`src/rtl/core/mtfd_pkg.sv`:
```
// Package for the multi-type frame deframer.
// Holds the frame-format constants and the store port structs.
// No dependencies; used by the store, the top level and the testbench.
`default_nettype none

package mtfd_pkg;

    // Frame size limits
    localparam int RX_MAX      = 64;
    localparam int DB_MAX      = 64;
    localparam int STORE_DEPTH = 64;
    localparam int IDX_W       = $clog2(STORE_DEPTH);
    localparam int LEN_W       = IDX_W + 1;

    // Marker bytes
    localparam logic [7:0] MARK_DB = 8'hdb;
    localparam logic [7:0] MARK_DD = 8'hdd;
    localparam logic [7:0] MARK_05 = 8'h05;
    localparam logic [7:0] MARK_15 = 8'h15;

    // Type byte range of 0x05 / 0x15 frames
    localparam logic [7:0] TYPE_LO = 8'h5a;
    localparam logic [7:0] TYPE_HI = 8'h5d;

    // Header lengths
    localparam logic [7:0]       DB_MIN_LEN = 8'd3;
    localparam logic [LEN_W-1:0] HDR_LEN    = LEN_W'(4);
    localparam logic [LEN_W-1:0] DD_LEN     = LEN_W'(4);

    localparam logic [30:0] IDLE_GAP_RESET = 31'd50;

    typedef struct packed {
        logic             en;
        logic [IDX_W-1:0] addr;
        logic [7:0]       data;
    } store_wr_t;

    typedef struct packed {
        logic             en;
        logic [IDX_W-1:0] addr;
    } store_rd_t;

    function automatic logic is_marker(input logic [7:0] b);
        return (b == MARK_DB) || (b == MARK_DD) || (b == MARK_05) || (b == MARK_15);
    endfunction

endpackage

`default_nettype wire

```
`src/rtl/core/mtfd_store.sv`:
```
// Frame store of the deframer: one write port, one read port with registered data.
// Depends on mtfd_pkg for depth and port structs.
`default_nettype none

module mtfd_store
    import mtfd_pkg::*;
(
    input  wire logic      clk,
    input  wire store_wr_t wr,
    input  wire store_rd_t rd,
    output logic [7:0]     rdata
);

    logic [7:0] mem [STORE_DEPTH];
    logic [7:0] rdata_reg;

    always_ff @(posedge clk)
    begin
        if (wr.en)
        begin
            mem[wr.addr] <= wr.data;
        end
    end

    // Hold read data until the next read
    always_ff @(posedge clk)
    begin
        if (rd.en)
        begin
            rdata_reg <= mem[rd.addr];
        end
    end

    assign rdata = rdata_reg;

endmodule

`default_nettype wire

```
`src/rtl/core/multi_type_frame_deframer_unit.sv`:
```
// Top level of the multi-type frame deframer.
// Depends on mtfd_pkg and instantiates mtfd_store.
//
// Usage:
//   Input channel (in_valid/in_ready): one beat is either a link byte with its
//   millisecond timestamp (req_type 0) or a bare time check (req_type 1).
//   Output channel (out_valid/out_ready): result beats. An input that does not
//   finish a frame yields one status beat (has_byte 0, last 1). An input that
//   finishes a 0xdb, 0x05 or 0x15 frame yields one beat per frame byte, read
//   back from the frame store, with last on the final byte.
//   Every beat carries the four wrapping event counters.
//   Configuration: idle_gap_ms_we writes idle_gap_ms_wdata; write only when idle.
// Flow:
//   An input beat is handled in the cycle it is accepted; its status beat is
//   registered and appears on the output in the next cycle. With the receiver
//   ready and no readout under way, one input beat is taken per cycle. While a
//   completing frame reads out, the store read port (registered read data)
//   delivers one byte per cycle with the receiver ready, and no input is taken.
// Reset: rst_n clears the partial frame, the counters, the timestamp and the
//   output valid flag, and sets idle_gap_ms to 50; the store needs no clearing.
// Stall: while out_ready is low and a beat is held, the output register holds it,
//   the readout holds once its read stage is full, and in_ready stays low.
`default_nettype none

module multi_type_frame_deframer_unit
    import mtfd_pkg::*;
(
    input  wire logic        clk,
    input  wire logic        rst_n,

    input  wire logic        idle_gap_ms_we,
    input  wire logic [30:0] idle_gap_ms_wdata,

    input  wire logic        in_valid,
    output logic             in_ready,
    input  wire logic        req_type,
    input  wire logic [7:0]  rx_byte,
    input  wire logic [31:0] now_time,

    output logic             out_valid,
    input  wire logic        out_ready,
    output logic             has_byte,
    output logic [7:0]       frame_byte,
    output logic [5:0]       byte_index,
    output logic             last,
    output logic [6:0]       frame_length,
    output logic [31:0]      frames_count,
    output logic [31:0]      malformed_count,
    output logic [31:0]      expired_count,
    output logic [31:0]      ignored_count
);

    localparam logic ST_IDLE = 1'b0;
    localparam logic ST_READ = 1'b1;

    // Control state
    logic             state_reg, state_next;
    logic [30:0]      idle_gap_reg;
    logic [LEN_W-1:0] held_reg, held_next;
    logic [LEN_W-1:0] tgt_reg, tgt_next;
    logic [31:0]      last_act_reg, last_act_next;
    logic [31:0]      frames_reg, frames_next;
    logic [31:0]      malformed_reg, malformed_next;
    logic [31:0]      expired_reg, expired_next;
    logic [31:0]      ignored_reg, ignored_next;

    // Header bytes kept beside the store
    logic [7:0]       first_reg, first_next;
    logic [7:0]       plen_lo_reg, plen_lo_next;

    // Readout
    logic [LEN_W-1:0] rd_len_reg, rd_len_next;
    logic [LEN_W-1:0] issue_reg, issue_next;
    logic             s1_vld_reg, s1_vld_next;
    logic [IDX_W-1:0] s1_idx_reg, s1_idx_next;

    // Output register
    logic             out_valid_reg, out_valid_next;
    logic             has_byte_reg, has_byte_next;
    logic [7:0]       byte_reg, byte_next;
    logic [IDX_W-1:0] index_reg, index_next;
    logic             last_reg, last_next;
    logic [LEN_W-1:0] len_reg, len_next;
    logic [31:0]      oc_frames_reg, oc_frames_next;
    logic [31:0]      oc_malformed_reg, oc_malformed_next;
    logic [31:0]      oc_expired_reg, oc_expired_next;
    logic [31:0]      oc_ignored_reg, oc_ignored_next;

    // Item handling
    logic             out_free;
    logic             in_acc;
    logic [31:0]      elapsed;
    logic             expire;
    logic [LEN_W-1:0] held1;
    logic [LEN_W-1:0] tgt1;
    logic [LEN_W-1:0] cnt;
    logic [LEN_W-1:0] new_tgt;
    logic [15:0]      payload;
    logic             bad;
    logic             reject;
    logic             status;
    logic             start_read;
    logic             s1_move;
    logic             issue;
    store_wr_t        st_wr;
    store_rd_t        st_rd;
    logic [7:0]       st_rdata;

    assign out_free = !out_valid_reg || out_ready;
    assign in_ready = (state_reg == ST_IDLE) && out_free;
    assign in_acc   = in_valid && in_ready;

    assign elapsed = now_time - last_act_reg;
    assign expire  = (held_reg != '0) && (elapsed >= {1'b0, idle_gap_reg});
    assign held1   = expire ? '0 : held_reg;
    assign tgt1    = expire ? '0 : tgt_reg;
    assign cnt     = held1 + LEN_W'(1);
    assign payload = {rx_byte, plen_lo_reg};

    // Per-item update of the partial frame and the counters
    always_comb
    begin
        held_next      = held_reg;
        tgt_next       = tgt_reg;
        last_act_next  = last_act_reg;
        frames_next    = frames_reg;
        malformed_next = malformed_reg;
        expired_next   = expired_reg;
        ignored_next   = ignored_reg;
        first_next     = first_reg;
        plen_lo_next   = plen_lo_reg;
        st_wr          = '0;
        bad            = 1'b0;
        reject         = 1'b0;
        new_tgt        = tgt1;
        status         = 1'b0;
        start_read     = 1'b0;

        if (in_acc)
        begin
            status    = 1'b1;
            held_next = held1;
            tgt_next  = tgt1;
            if (expire)
            begin
                expired_next = expired_reg + 32'd1;
            end

            if (req_type == 1'b0)
            begin
                if (held1 == '0)
                begin
                    // Open a frame on a marker, drop anything else
                    if (is_marker(rx_byte))
                    begin
                        st_wr         = '{en: 1'b1, addr: '0, data: rx_byte};
                        first_next    = rx_byte;
                        held_next     = LEN_W'(1);
                        tgt_next      = (rx_byte == MARK_DD) ? DD_LEN : '0;
                        last_act_next = now_time;
                    end
                end
                else
                begin
                    last_act_next = now_time;
                    if (held1 >= LEN_W'(RX_MAX))
                    begin
                        reject = 1'b1;
                    end
                    else
                    begin
                        st_wr = '{en: 1'b1, addr: held1[IDX_W-1:0], data: rx_byte};
                        if (cnt == LEN_W'(3))
                        begin
                            plen_lo_next = rx_byte;
                        end
                        if (first_reg == MARK_DB && cnt == LEN_W'(2))
                        begin
                            if (rx_byte < DB_MIN_LEN || rx_byte > 8'(DB_MAX))
                            begin
                                bad = 1'b1;
                            end
                            else
                            begin
                                new_tgt = rx_byte[LEN_W-1:0];
                            end
                        end
                        else if (first_reg == MARK_05 || first_reg == MARK_15)
                        begin
                            if (cnt == LEN_W'(2) &&
                                (rx_byte < TYPE_LO || rx_byte > TYPE_HI))
                            begin
                                bad = 1'b1;
                            end
                            if (cnt == HDR_LEN)
                            begin
                                if (payload > 16'(RX_MAX - 4))
                                begin
                                    bad = 1'b1;
                                end
                                else
                                begin
                                    new_tgt = payload[LEN_W-1:0] + HDR_LEN;
                                end
                            end
                        end

                        if (bad)
                        begin
                            reject = 1'b1;
                        end
                        else if (new_tgt != '0 && cnt == new_tgt)
                        begin
                            held_next = '0;
                            tgt_next  = '0;
                            if (first_reg == MARK_DD)
                            begin
                                ignored_next = ignored_reg + 32'd1;
                            end
                            else
                            begin
                                frames_next = frames_reg + 32'd1;
                                status      = 1'b0;
                                start_read  = 1'b1;
                            end
                        end
                        else
                        begin
                            held_next = cnt;
                            tgt_next  = new_tgt;
                        end
                    end

                    // Drop the partial frame; a marker reopens one
                    if (reject)
                    begin
                        malformed_next = malformed_reg + 32'd1;
                        held_next      = '0;
                        tgt_next       = '0;
                        if (is_marker(rx_byte))
                        begin
                            st_wr      = '{en: 1'b1, addr: '0, data: rx_byte};
                            first_next = rx_byte;
                            held_next  = LEN_W'(1);
                            tgt_next   = (rx_byte == MARK_DD) ? DD_LEN : '0;
                        end
                    end
                end
            end
        end
    end

    // Readout: store read stage feeding the output register
    assign s1_move = (state_reg == ST_READ) && s1_vld_reg && out_free;
    assign issue   = (state_reg == ST_READ) && (issue_reg < rd_len_reg) &&
                     (!s1_vld_reg || out_free);
    assign st_rd   = '{en: issue, addr: issue_reg[IDX_W-1:0]};

    always_comb
    begin
        state_next  = state_reg;
        rd_len_next = rd_len_reg;
        issue_next  = issue_reg;
        s1_vld_next = s1_vld_reg;
        s1_idx_next = s1_idx_reg;

        unique case (state_reg)
            ST_IDLE:
            begin
                if (start_read)
                begin
                    state_next  = ST_READ;
                    rd_len_next = cnt;
                    issue_next  = '0;
                    s1_vld_next = 1'b0;
                end
            end
            ST_READ:
            begin
                if (issue)
                begin
                    s1_vld_next = 1'b1;
                    s1_idx_next = issue_reg[IDX_W-1:0];
                    issue_next  = issue_reg + LEN_W'(1);
                end
                else if (s1_move)
                begin
                    s1_vld_next = 1'b0;
                    if (issue_reg == rd_len_reg)
                    begin
                        state_next = ST_IDLE;
                    end
                end
            end
            default:
            begin
                state_next = ST_IDLE;
            end
        endcase
    end

    // Output register load; a status beat and a readout beat never coincide
    always_comb
    begin
        out_valid_next    = out_valid_reg && !out_ready;
        has_byte_next     = has_byte_reg;
        byte_next         = byte_reg;
        index_next        = index_reg;
        last_next         = last_reg;
        len_next          = len_reg;
        oc_frames_next    = oc_frames_reg;
        oc_malformed_next = oc_malformed_reg;
        oc_expired_next   = oc_expired_reg;
        oc_ignored_next   = oc_ignored_reg;

        if (status)
        begin
            out_valid_next    = 1'b1;
            has_byte_next     = 1'b0;
            byte_next         = '0;
            index_next        = '0;
            last_next         = 1'b1;
            len_next          = '0;
            oc_frames_next    = frames_next;
            oc_malformed_next = malformed_next;
            oc_expired_next   = expired_next;
            oc_ignored_next   = ignored_next;
        end
        else if (s1_move)
        begin
            out_valid_next    = 1'b1;
            has_byte_next     = 1'b1;
            byte_next         = st_rdata;
            index_next        = s1_idx_reg;
            last_next         = (LEN_W'(s1_idx_reg) + LEN_W'(1)) == rd_len_reg;
            len_next          = rd_len_reg;
            oc_frames_next    = frames_reg;
            oc_malformed_next = malformed_reg;
            oc_expired_next   = expired_reg;
            oc_ignored_next   = ignored_reg;
        end
    end

    always_ff @(posedge clk or negedge rst_n)
    begin
        if (!rst_n)
        begin
            state_reg     <= ST_IDLE;
            idle_gap_reg  <= IDLE_GAP_RESET;
            held_reg      <= '0;
            tgt_reg       <= '0;
            last_act_reg  <= '0;
            frames_reg    <= '0;
            malformed_reg <= '0;
            expired_reg   <= '0;
            ignored_reg   <= '0;
            rd_len_reg    <= '0;
            issue_reg     <= '0;
            s1_vld_reg    <= 1'b0;
            out_valid_reg <= 1'b0;
        end
        else
        begin
            state_reg     <= state_next;
            if (idle_gap_ms_we)
            begin
                idle_gap_reg <= idle_gap_ms_wdata;
            end
            held_reg      <= held_next;
            tgt_reg       <= tgt_next;
            last_act_reg  <= last_act_next;
            frames_reg    <= frames_next;
            malformed_reg <= malformed_next;
            expired_reg   <= expired_next;
            ignored_reg   <= ignored_next;
            rd_len_reg    <= rd_len_next;
            issue_reg     <= issue_next;
            s1_vld_reg    <= s1_vld_next;
            out_valid_reg <= out_valid_next;
        end
    end

    // Payload registers
    always_ff @(posedge clk)
    begin
        first_reg        <= first_next;
        plen_lo_reg      <= plen_lo_next;
        s1_idx_reg       <= s1_idx_next;
        has_byte_reg     <= has_byte_next;
        byte_reg         <= byte_next;
        index_reg        <= index_next;
        last_reg         <= last_next;
        len_reg          <= len_next;
        oc_frames_reg    <= oc_frames_next;
        oc_malformed_reg <= oc_malformed_next;
        oc_expired_reg   <= oc_expired_next;
        oc_ignored_reg   <= oc_ignored_next;
    end

    // Writes happen only on accepted input, reads only during readout,
    // so the two ports never touch the same entry in one cycle.
    mtfd_store u_store
    (
        .clk   (clk),
        .wr    (st_wr),
        .rd    (st_rd),
        .rdata (st_rdata)
    );

    assign out_valid       = out_valid_reg;
    assign has_byte        = has_byte_reg;
    assign frame_byte      = byte_reg;
    assign byte_index      = index_reg;
    assign last            = last_reg;
    assign frame_length    = len_reg;
    assign frames_count    = oc_frames_reg;
    assign malformed_count = oc_malformed_reg;
    assign expired_count   = oc_expired_reg;
    assign ignored_count   = oc_ignored_reg;

endmodule

`default_nettype wire

```
`config.mk`:
```
export PLATFORM = sky130hd
export DESIGN_NAME = multi_type_frame_deframer_unit
export DESIGN_NICKNAME = d
export VERILOG_FILES = /design/src/rtl/core/mtfd_pkg.sv /design/src/rtl/core/mtfd_store.sv /design/src/rtl/core/multi_type_frame_deframer_unit.sv
export SDC_FILE = /design/constraint.sdc
export NUM_CORES = 1
export LEC_CHECK = 0
export BUFFER_PORTS_ARGS = -buffer_cell sky130_fd_sc_hd__buf_2
export CAP_MARGIN = 20
export CORE_MARGIN = 10
export CORE_UTILIZATION = 50
export DETAILED_ROUTE_END_ITERATION = 8
export PLACE_DENSITY = 0.76
export SYNTH_ARGS = -nofsm -noshare
export SYNTH_HDL_FRONTEND = slang
export SYNTH_SLANG_ARGS = --single-unit
```
`constraint.sdc`:
```
create_clock -name clk -period 24.5 [get_ports clk]
set_input_delay 0 -clock clk [delete_from_list [all_inputs] [get_ports clk]]
set_output_delay 0 -clock clk [all_outputs]
set_load 0.01 [all_outputs]
```
Word-level counts from Yosys, hierarchy flattened. Memory sizes are Yosys's and may differ from the RTL's. A register that Yosys moved wholly into a read port is not among the register bits. Index checks and enable logic that the tools add are counted. Widths: inputs -> output; s select.

Reduce and logical (&&, ||, !) cells: 34. Eq/ne operators: 18. Bitwise gates (word level): 4. Magnitude comparators: 8. Add/subtract/negate cells: 9. Multiplexer cells: 113.

Operator list (number): $mux 32 (30); $mux 7 (27); $add 32x1->32 const B (4); $mux 15 (7); $mux 1 (41); $eq 8x8->1 const B (4); $ge 32x31->1 (1); $sub 32x32->32 (1); $mux 8 (3); $eq 7x7->1 (3); $eq 8x3->1 const B (2); $eq 8x5->1 const B (2); $gt 16x6->1 const B (1); $gt 8x7->1 const B (2); $add 7x1->7 const B (2); $eq 7x2->1 const B (2); $pmux 7 s2 (1); $reduce_bool 7->1 (2); $logic_and 1x1->1 (11); $logic_or 1x1->1 (8); $lt 8x2->1 const B (1); $lt 8x7->1 const B (1); $reduce_and 2->1 (4); $add 6x1->7 const B (1); 15 further kinds (25).

RAM bits: 512. Flip-flop bits (word level): 395. Input port bits: 77. Memories: 1.

Memories: u_store.mem (words 64, width 8, read ports 1, clocked after memory_dff 1, wr ports 1, RTL line mtfd_store.sv:14) `logic [7:0] mem [STORE_DEPTH];`.

Longest topological paths before layout.
Depth after elaboration: 27. Gate-level depth with buffers: 43.

Hierarchy. From an unflattened synthesis, not the netlist that was laid out.

Cells, all modules: 2917. Area, all modules: 40470.1 µm².

Modules (own cells, without submodules): mtfd_store (instances 1, sequential area each 15615.0 µm², area each 20270.7 µm², cells an instance 972); multi_type_frame_deframer_unit (instances 1, sequential area each 10523.8 µm², area each 20199.4 µm², cells an instance 1945).

Worst setup path before layout. OpenSTA, ideal clock, no wires.

Path kind: flip-flop to flip-flop. From: register last_act_reg[0]. To: register oc_expired_reg[0] (netlist: expired_count[0]) (enable). Period minus slack after synthesis: 16988 ps. Slack: 7512 ps. Path buffers: 5. Arrival time: 16196 ps. Setup time: 792 ps. Required time: 23708 ps. Stages on the path, launching flop included: 41. Path through: dfrtp_1 ha_1 inv_1 fa_1 a21o_1 a21oi_1 o21bai_1 a21o_1 a21oi_1 o211ai_1 a31oi_1 o22ai_1 o211ai_1 or2_2 nand2_1 xor2_1 ha_1 o21ai_0 [5 not listed] nor2_1 nand2_1 inv_1 ha_1 clkbuf_1 nand3_1 xor2_1 o211ai_1 nor4_4 o21a_1 mux2i_1 nor3_1 and3_1 clkbuf_1 and4bb_2 buf_2 buf_2 o21ai_0.

Cells in the longest elaborated chain, start to end: 22. Elaborated cells on any way between the ends: 40.

RTL lines: from (decl) (RTL line multi_type_frame_deframer_unit.sv:61) `logic [31:0] last_act_reg, last_act_next;`; from (signal assigned) (RTL line multi_type_frame_deframer_unit.sv:371) `last_act_reg <= last_act_next;`; $sub 32x32->32 * (RTL line multi_type_frame_deframer_unit.sv:113) `assign elapsed = now_time - last_act_reg;`; $ge 32x31->1 * (RTL line multi_type_frame_deframer_unit.sv:114) `assign expire = (held_reg != '0) && (elapsed >= {1'b0, idle_gap_reg});`; $logic_and 1x1->1 * (RTL line multi_type_frame_deframer_unit.sv:114); $mux 7 * (RTL line multi_type_frame_deframer_unit.sv:115) `assign held1 = expire ? '0 : held_reg;`; $add 7x1->7 * (RTL line multi_type_frame_deframer_unit.sv:117) `assign cnt = held1 + LEN_W'(1);`; named net cnt[0] (RTL line multi_type_frame_deframer_unit.sv:96) `logic [LEN_W-1:0] cnt;`; $eq 7x3->1 / $eq 7x2->1 (equally long branches) (RTL line multi_type_frame_deframer_unit.sv:195, multi_type_frame_deframer_unit.sv:177, multi_type_frame_deframer_unit.sv:190); $mux 7 / $logic_and 1x1->1 (equally long branches) (RTL line multi_type_frame_deframer_unit.sv:195, multi_type_frame_deframer_unit.sv:190); [7 not listed]; $logic_and 1x1->1 / $mux 1 (equally long branches) (RTL line multi_type_frame_deframer_unit.sv:212, multi_type_frame_deframer_unit.sv:149); $mux 1, on equally long branches (RTL line multi_type_frame_deframer_unit.sv:212, multi_type_frame_deframer_unit.sv:139); $mux 1 * (RTL line multi_type_frame_deframer_unit.sv:208) `if (bad)`; $mux 1 * (RTL line multi_type_frame_deframer_unit.sv:166) `if (held1 >= LEN_W'(RX_MAX))`; $mux 1 * (RTL line multi_type_frame_deframer_unit.sv:151) `if (held1 == '0)`; $mux 1 * (RTL line multi_type_frame_deframer_unit.sv:149) `if (req_type == 1'b0)`; $mux 1 * (RTL line multi_type_frame_deframer_unit.sv:139) `if (in_acc)`; $reduce_bool 2->1 (no line) *; to (signal assigned) (RTL line multi_type_frame_deframer_unit.sv:396) `oc_expired_reg <= oc_expired_next;`; to (decl) (RTL line multi_type_frame_deframer_unit.sv:86) `logic [31:0] oc_expired_reg, oc_expired_next;`.

The timed path passes the listed nets; every way through them passes the cells marked *. The select of a mux whose other input is x is not followed. A chain may end at the register's enable or synchronous reset.

Final worst setup path.
From: register last_act_reg[0]. To: register oc_ignored_reg[30] (netlist: ignored_count[30]) (enable).

Cells in the longest elaborated chain, start to end: 22. Elaborated cells on any way between the ends: 40.

RTL lines: $sub 32x32->32 * (RTL line multi_type_frame_deframer_unit.sv:113); $ge 32x31->1 * (RTL line multi_type_frame_deframer_unit.sv:114); $logic_and 1x1->1 * (RTL line multi_type_frame_deframer_unit.sv:114); $mux 7 * (RTL line multi_type_frame_deframer_unit.sv:115); $add 7x1->7 * (RTL line multi_type_frame_deframer_unit.sv:117); named net cnt[0] (RTL line multi_type_frame_deframer_unit.sv:96); $eq 7x3->1 / $eq 7x2->1 (equally long branches) (RTL line multi_type_frame_deframer_unit.sv:195, multi_type_frame_deframer_unit.sv:177, multi_type_frame_deframer_unit.sv:190); $mux 7 / $logic_and 1x1->1 (equally long branches) (RTL line multi_type_frame_deframer_unit.sv:195, multi_type_frame_deframer_unit.sv:190); [7 not listed]; $logic_and 1x1->1 / $mux 1 (equally long branches) (RTL line multi_type_frame_deframer_unit.sv:212, multi_type_frame_deframer_unit.sv:149); $mux 1, on equally long branches (RTL line multi_type_frame_deframer_unit.sv:212, multi_type_frame_deframer_unit.sv:139); $mux 1 * (RTL line multi_type_frame_deframer_unit.sv:208); $mux 1 * (RTL line multi_type_frame_deframer_unit.sv:166); $mux 1 * (RTL line multi_type_frame_deframer_unit.sv:151); $mux 1 * (RTL line multi_type_frame_deframer_unit.sv:149); $mux 1 * (RTL line multi_type_frame_deframer_unit.sv:139); $reduce_bool 2->1 (no line) *; to (signal assigned) (RTL line multi_type_frame_deframer_unit.sv:397) `oc_ignored_reg <= oc_ignored_next;`; to (decl) (RTL line multi_type_frame_deframer_unit.sv:87) `logic [31:0] oc_ignored_reg, oc_ignored_next;`.

Marks and branches as above.

==> summary.txt <==
Timing
  • Setup_tns: 0 ns
  • Fin crit period: 10.84 ns
  • Worst-margin pin slew: between 1 and 1.5 ns
  • Final worst slack: approximately 14 ns
  • Worst slew margin: 25.6%
  • Fmax achieved: 92.2 MHz
  • Layout Skew: approximately 0.048 ns
  • Final Slew Violations: 0
  • Final setup fails: 0
  • RSZ-0062 raised after global routing: no
  • Final cycle utilization of the critical path: about 44%
  • Final hold vios: 0

Power
  • Clock share of power: ~37%
  • P_int: roughly 2.7 mW
  • Combinational share of power: around 16%
  • PD cells: around 79 nW/µm²
  • VDD IR max: between 0.00005 and 0.00006 V
  • Switching portion of total power: 26.2%
  • Seq pwr share: a little under half
  • Leakage: ~18 nW
  • Sw power: 0.963 mW

Final layout
  • Area occupied by multi-input gates: between 10,000 and 15,000 µm²
  • Highest-count cells in the layout ignoring fill and taps: edfxtp_1 (670), buf_2 (228), dfrtp_1 (216)
  • Share of layout cells above drive strength 1: a little over a fifth
  • Fillers: just under 6,000
  • Nets: around 3,200
  • Area growth syn-to-layout: 15.4%
  • Commonest non-fill, non-tap cell in the layout: edfxtp_1
  • Design Area, Final: approximately 46,000 µm²
  • Post-layout util: between 50 and 60%
  • Top reg by flops: u_store.mem
  • Max reg flops: 512
  • Register Area: between 20,000 and 30,000 µm²

Detailed routing
  • Router iterations before antenna repair: 6
  • Wire per inst: between 20 and 25 µm
  • Via count: 24,100
  • DRC: 0
  • Final WL: ~97 mm
  • Vias per cell: around 5.9
  • DR iter-0 viols: 2,181
  • Final ANT Viol Nets: 0

Logic synthesis
  • Synth area leader: edfxtp_1
  • Top post-synthesis cells by area: edfxtp_1 (50%), dfrtp_1 (14%), mux4_2 (9.4%)
  • Syn avg cell area: between 10 and 15 µm²
  • FFs w/ async S/R, synth: about a quarter
  • Post-synth cell types: between 80 and 90
  • Post-synthesis sequential area ratio: about two thirds
  • Cells after synthesis: between 2,000 and 3,000
  • Synth Flop Type: edfxtp_1
  • Synth top area share: approximately 50%
  • Mapped cell area: ~40,000 µm²
  • Post-Syn Nets: between 2,000 and 3,000
  • Synthesized flop and latch total: roughly 900
  • Warnings, synthesis: 0
  • Post-synth EDFFs: 670

Clock tree
  • Clock transition at path regs: 0.06 ns
  • Root buffer cell: clkbuf_16
  • Inserted Clock Buffers: 91
  • CTS tree: built
  • Clock tree sinks: just over 900
  • H-tree Lvls: 3
  • Clock buffer depth: 3
  • Post-CTS sizing: 0
  • Clk Latency, worst-skew pair: approximately 0.67 ns

Placed design
  • Setup slack at placement: 13.91 ns
  • GP Congestion: around 0.88
  • DP Area: 42,300 µm²
  • HPWL after DPL: approximately 60 mm
  • PortBufs: between 200 and 250

Worst setup path
  • CP Class: reg2reg
  • Crit. End Element: register
  • Critical Path AT: approximately 11 ns
  • Slowest stage delay, CP: 0.75 ns
  • Critical Path Fanout Max: slightly below 80
  • Critical Path Source: last_act_reg[0]$_DFFE_PN0P_
  • CP Launch Type: register
  • FF-to-FF Start: last_act_reg[0]$_DFFE_PN0P_
  • CP max stage cell: buf_4
  • CP required: about 25 ns

Global route
  • Largest net degree at the start of global routing: between 70 and 80
  • Met2 usage: a little over a third
  • GRT busiest layer: met2
  • First-pass GRT wire length: between 100 and 150 mm
  • Vias in the first global route: approximately 25,000
  • Gr ovfl total: 0
  • Routing usage on met3: 3.24%
  • Antenna violations before repair: 8
  • Total GRT Usage: 21.0%
  • Met1 Resource Use GR: approximately a quarter

Floorplan
  • Die height: 303 µm
  • Cell Rows: 103
  • Ports: 230
  • Die area: a little over 90,000 µm²
  • Initial Util: between 50% and 60%
  • Die X: about 300 µm
  • Core area: 79,300 µm²

Status
  • Status: finished clean

Min path
  • Hold_sp: idle_gap_ms_we
  • Hold Crit Class: in2reg

Flow run
  • Number of max-cap violations: 0
## per-stage QoR
| step | instances | power (mW) | hold WS (ns) |
|---|---|---|---|
| after detailed placement | 3858 | 2.32 | 0.0747 |
| after CTS | 4113 | 3.68 | 0.000177 |
| after global routing | 4124 | 3.82 | 0.112 |
| final | 4124 | 3.67 | 0.0153 |
| after floorplan | 2679 | 2.16 | -0.296 |
| after global placement | 3858 | 2.30 | 0.0560 |
## worst max-delay path, delay by kind of cell, from the launching register on
family	cells	cell delay (ns)
buffers and inverters	5	1.74
muxes	1	0.19
adders and majority gates	4	1.33
DFF	1	0.37
AOI/OAI and AO/OA	16	3.68
and+or+nand+nor	9	2.56
xor gates and xnor gates	2	0.46
## per-layer routing
| metal | vias to the layer above | wire (µm) |
|---|---|---|
| met5 | - | 0 |
| met1 | 12200 | 36800 |
| met4 | 0 | 3310 |
| met3 | 224 | 7250 |
| met2 | 1097 | 49300 |
| li1 | 10700 | - |
## path summary, 6_finish.rpt
check	endpoint	slack (ns)	depth (start not counted)
max in group asynchronous	frames_reg[3]$_DFF_PN0_	22.01	5
max	ignored_count[30]$_DFFE_PP_	13.66	37
max reg2reg	ignored_count[30]$_DFFE_PP_	13.66	37
min reg2reg	frames_count[6]$_DFFE_PP_	0.45	0
min in group asynchronous	held_reg[4]$_DFFE_PN0P_	0.45	3
min	idle_gap_reg[29]$_DFFE_PN0P_	0.02	3
## power groups by stage
stage / Combinational (mW) / Clock, mW / Sequential (mW)
2_1_floorplan: 0.396 / 0 / 1.77
3_3_place_gp: 0.538 / 0 / 1.76
3_5_place_dp: 0.554 / 0 / 1.76
4_1_cts: 0.571 / 1.38 / 1.73
5_1_grt: 0.644 / 1.44 / 1.74
6_report: 0.581 / 1.36 / 1.73
## final cells by class
cell class | count | area share, %
timing repair buffer | 351 | 5.05
sequential | 915 | 56.5
tap | 1050 | 2.84
antenna | 8 | 0.0433
clock buffer | 120 | 5.34
inverter | 105 | 0.852
clock inverter | 47 | 1.01
multi-input combinational | 1528 | 28.3
## logic make-up after synthesis
family          count (synthesis)  synth area share [%]
buf+inv                       236                  2.26
flops                         915                  65.3
compound gates                259                  4.32
mux                           223                  11.0
simple gates                  692                  8.68
fa+ha+maj                      81                  2.55
xor+xnor                      273                  5.97
## synthesized netlist by cell type, drive strengths merged (68+ instances only)
cell type	instances
ha	80
nor2	167
xor2	141
inv	105
xnor2	132
clkbuf	105
mux4	168
o21ai	68
edfxtp	670
dfrtp	219
nand2	186
a21oi	69
nand3	89
## what timing repair did
action,4_1_cts,5_1_grt
hold endpoints to repair,173,0
setup buffers,0,0
hold buffers,88,0
No activity file was read; power rests on OpenSTA's default activity.
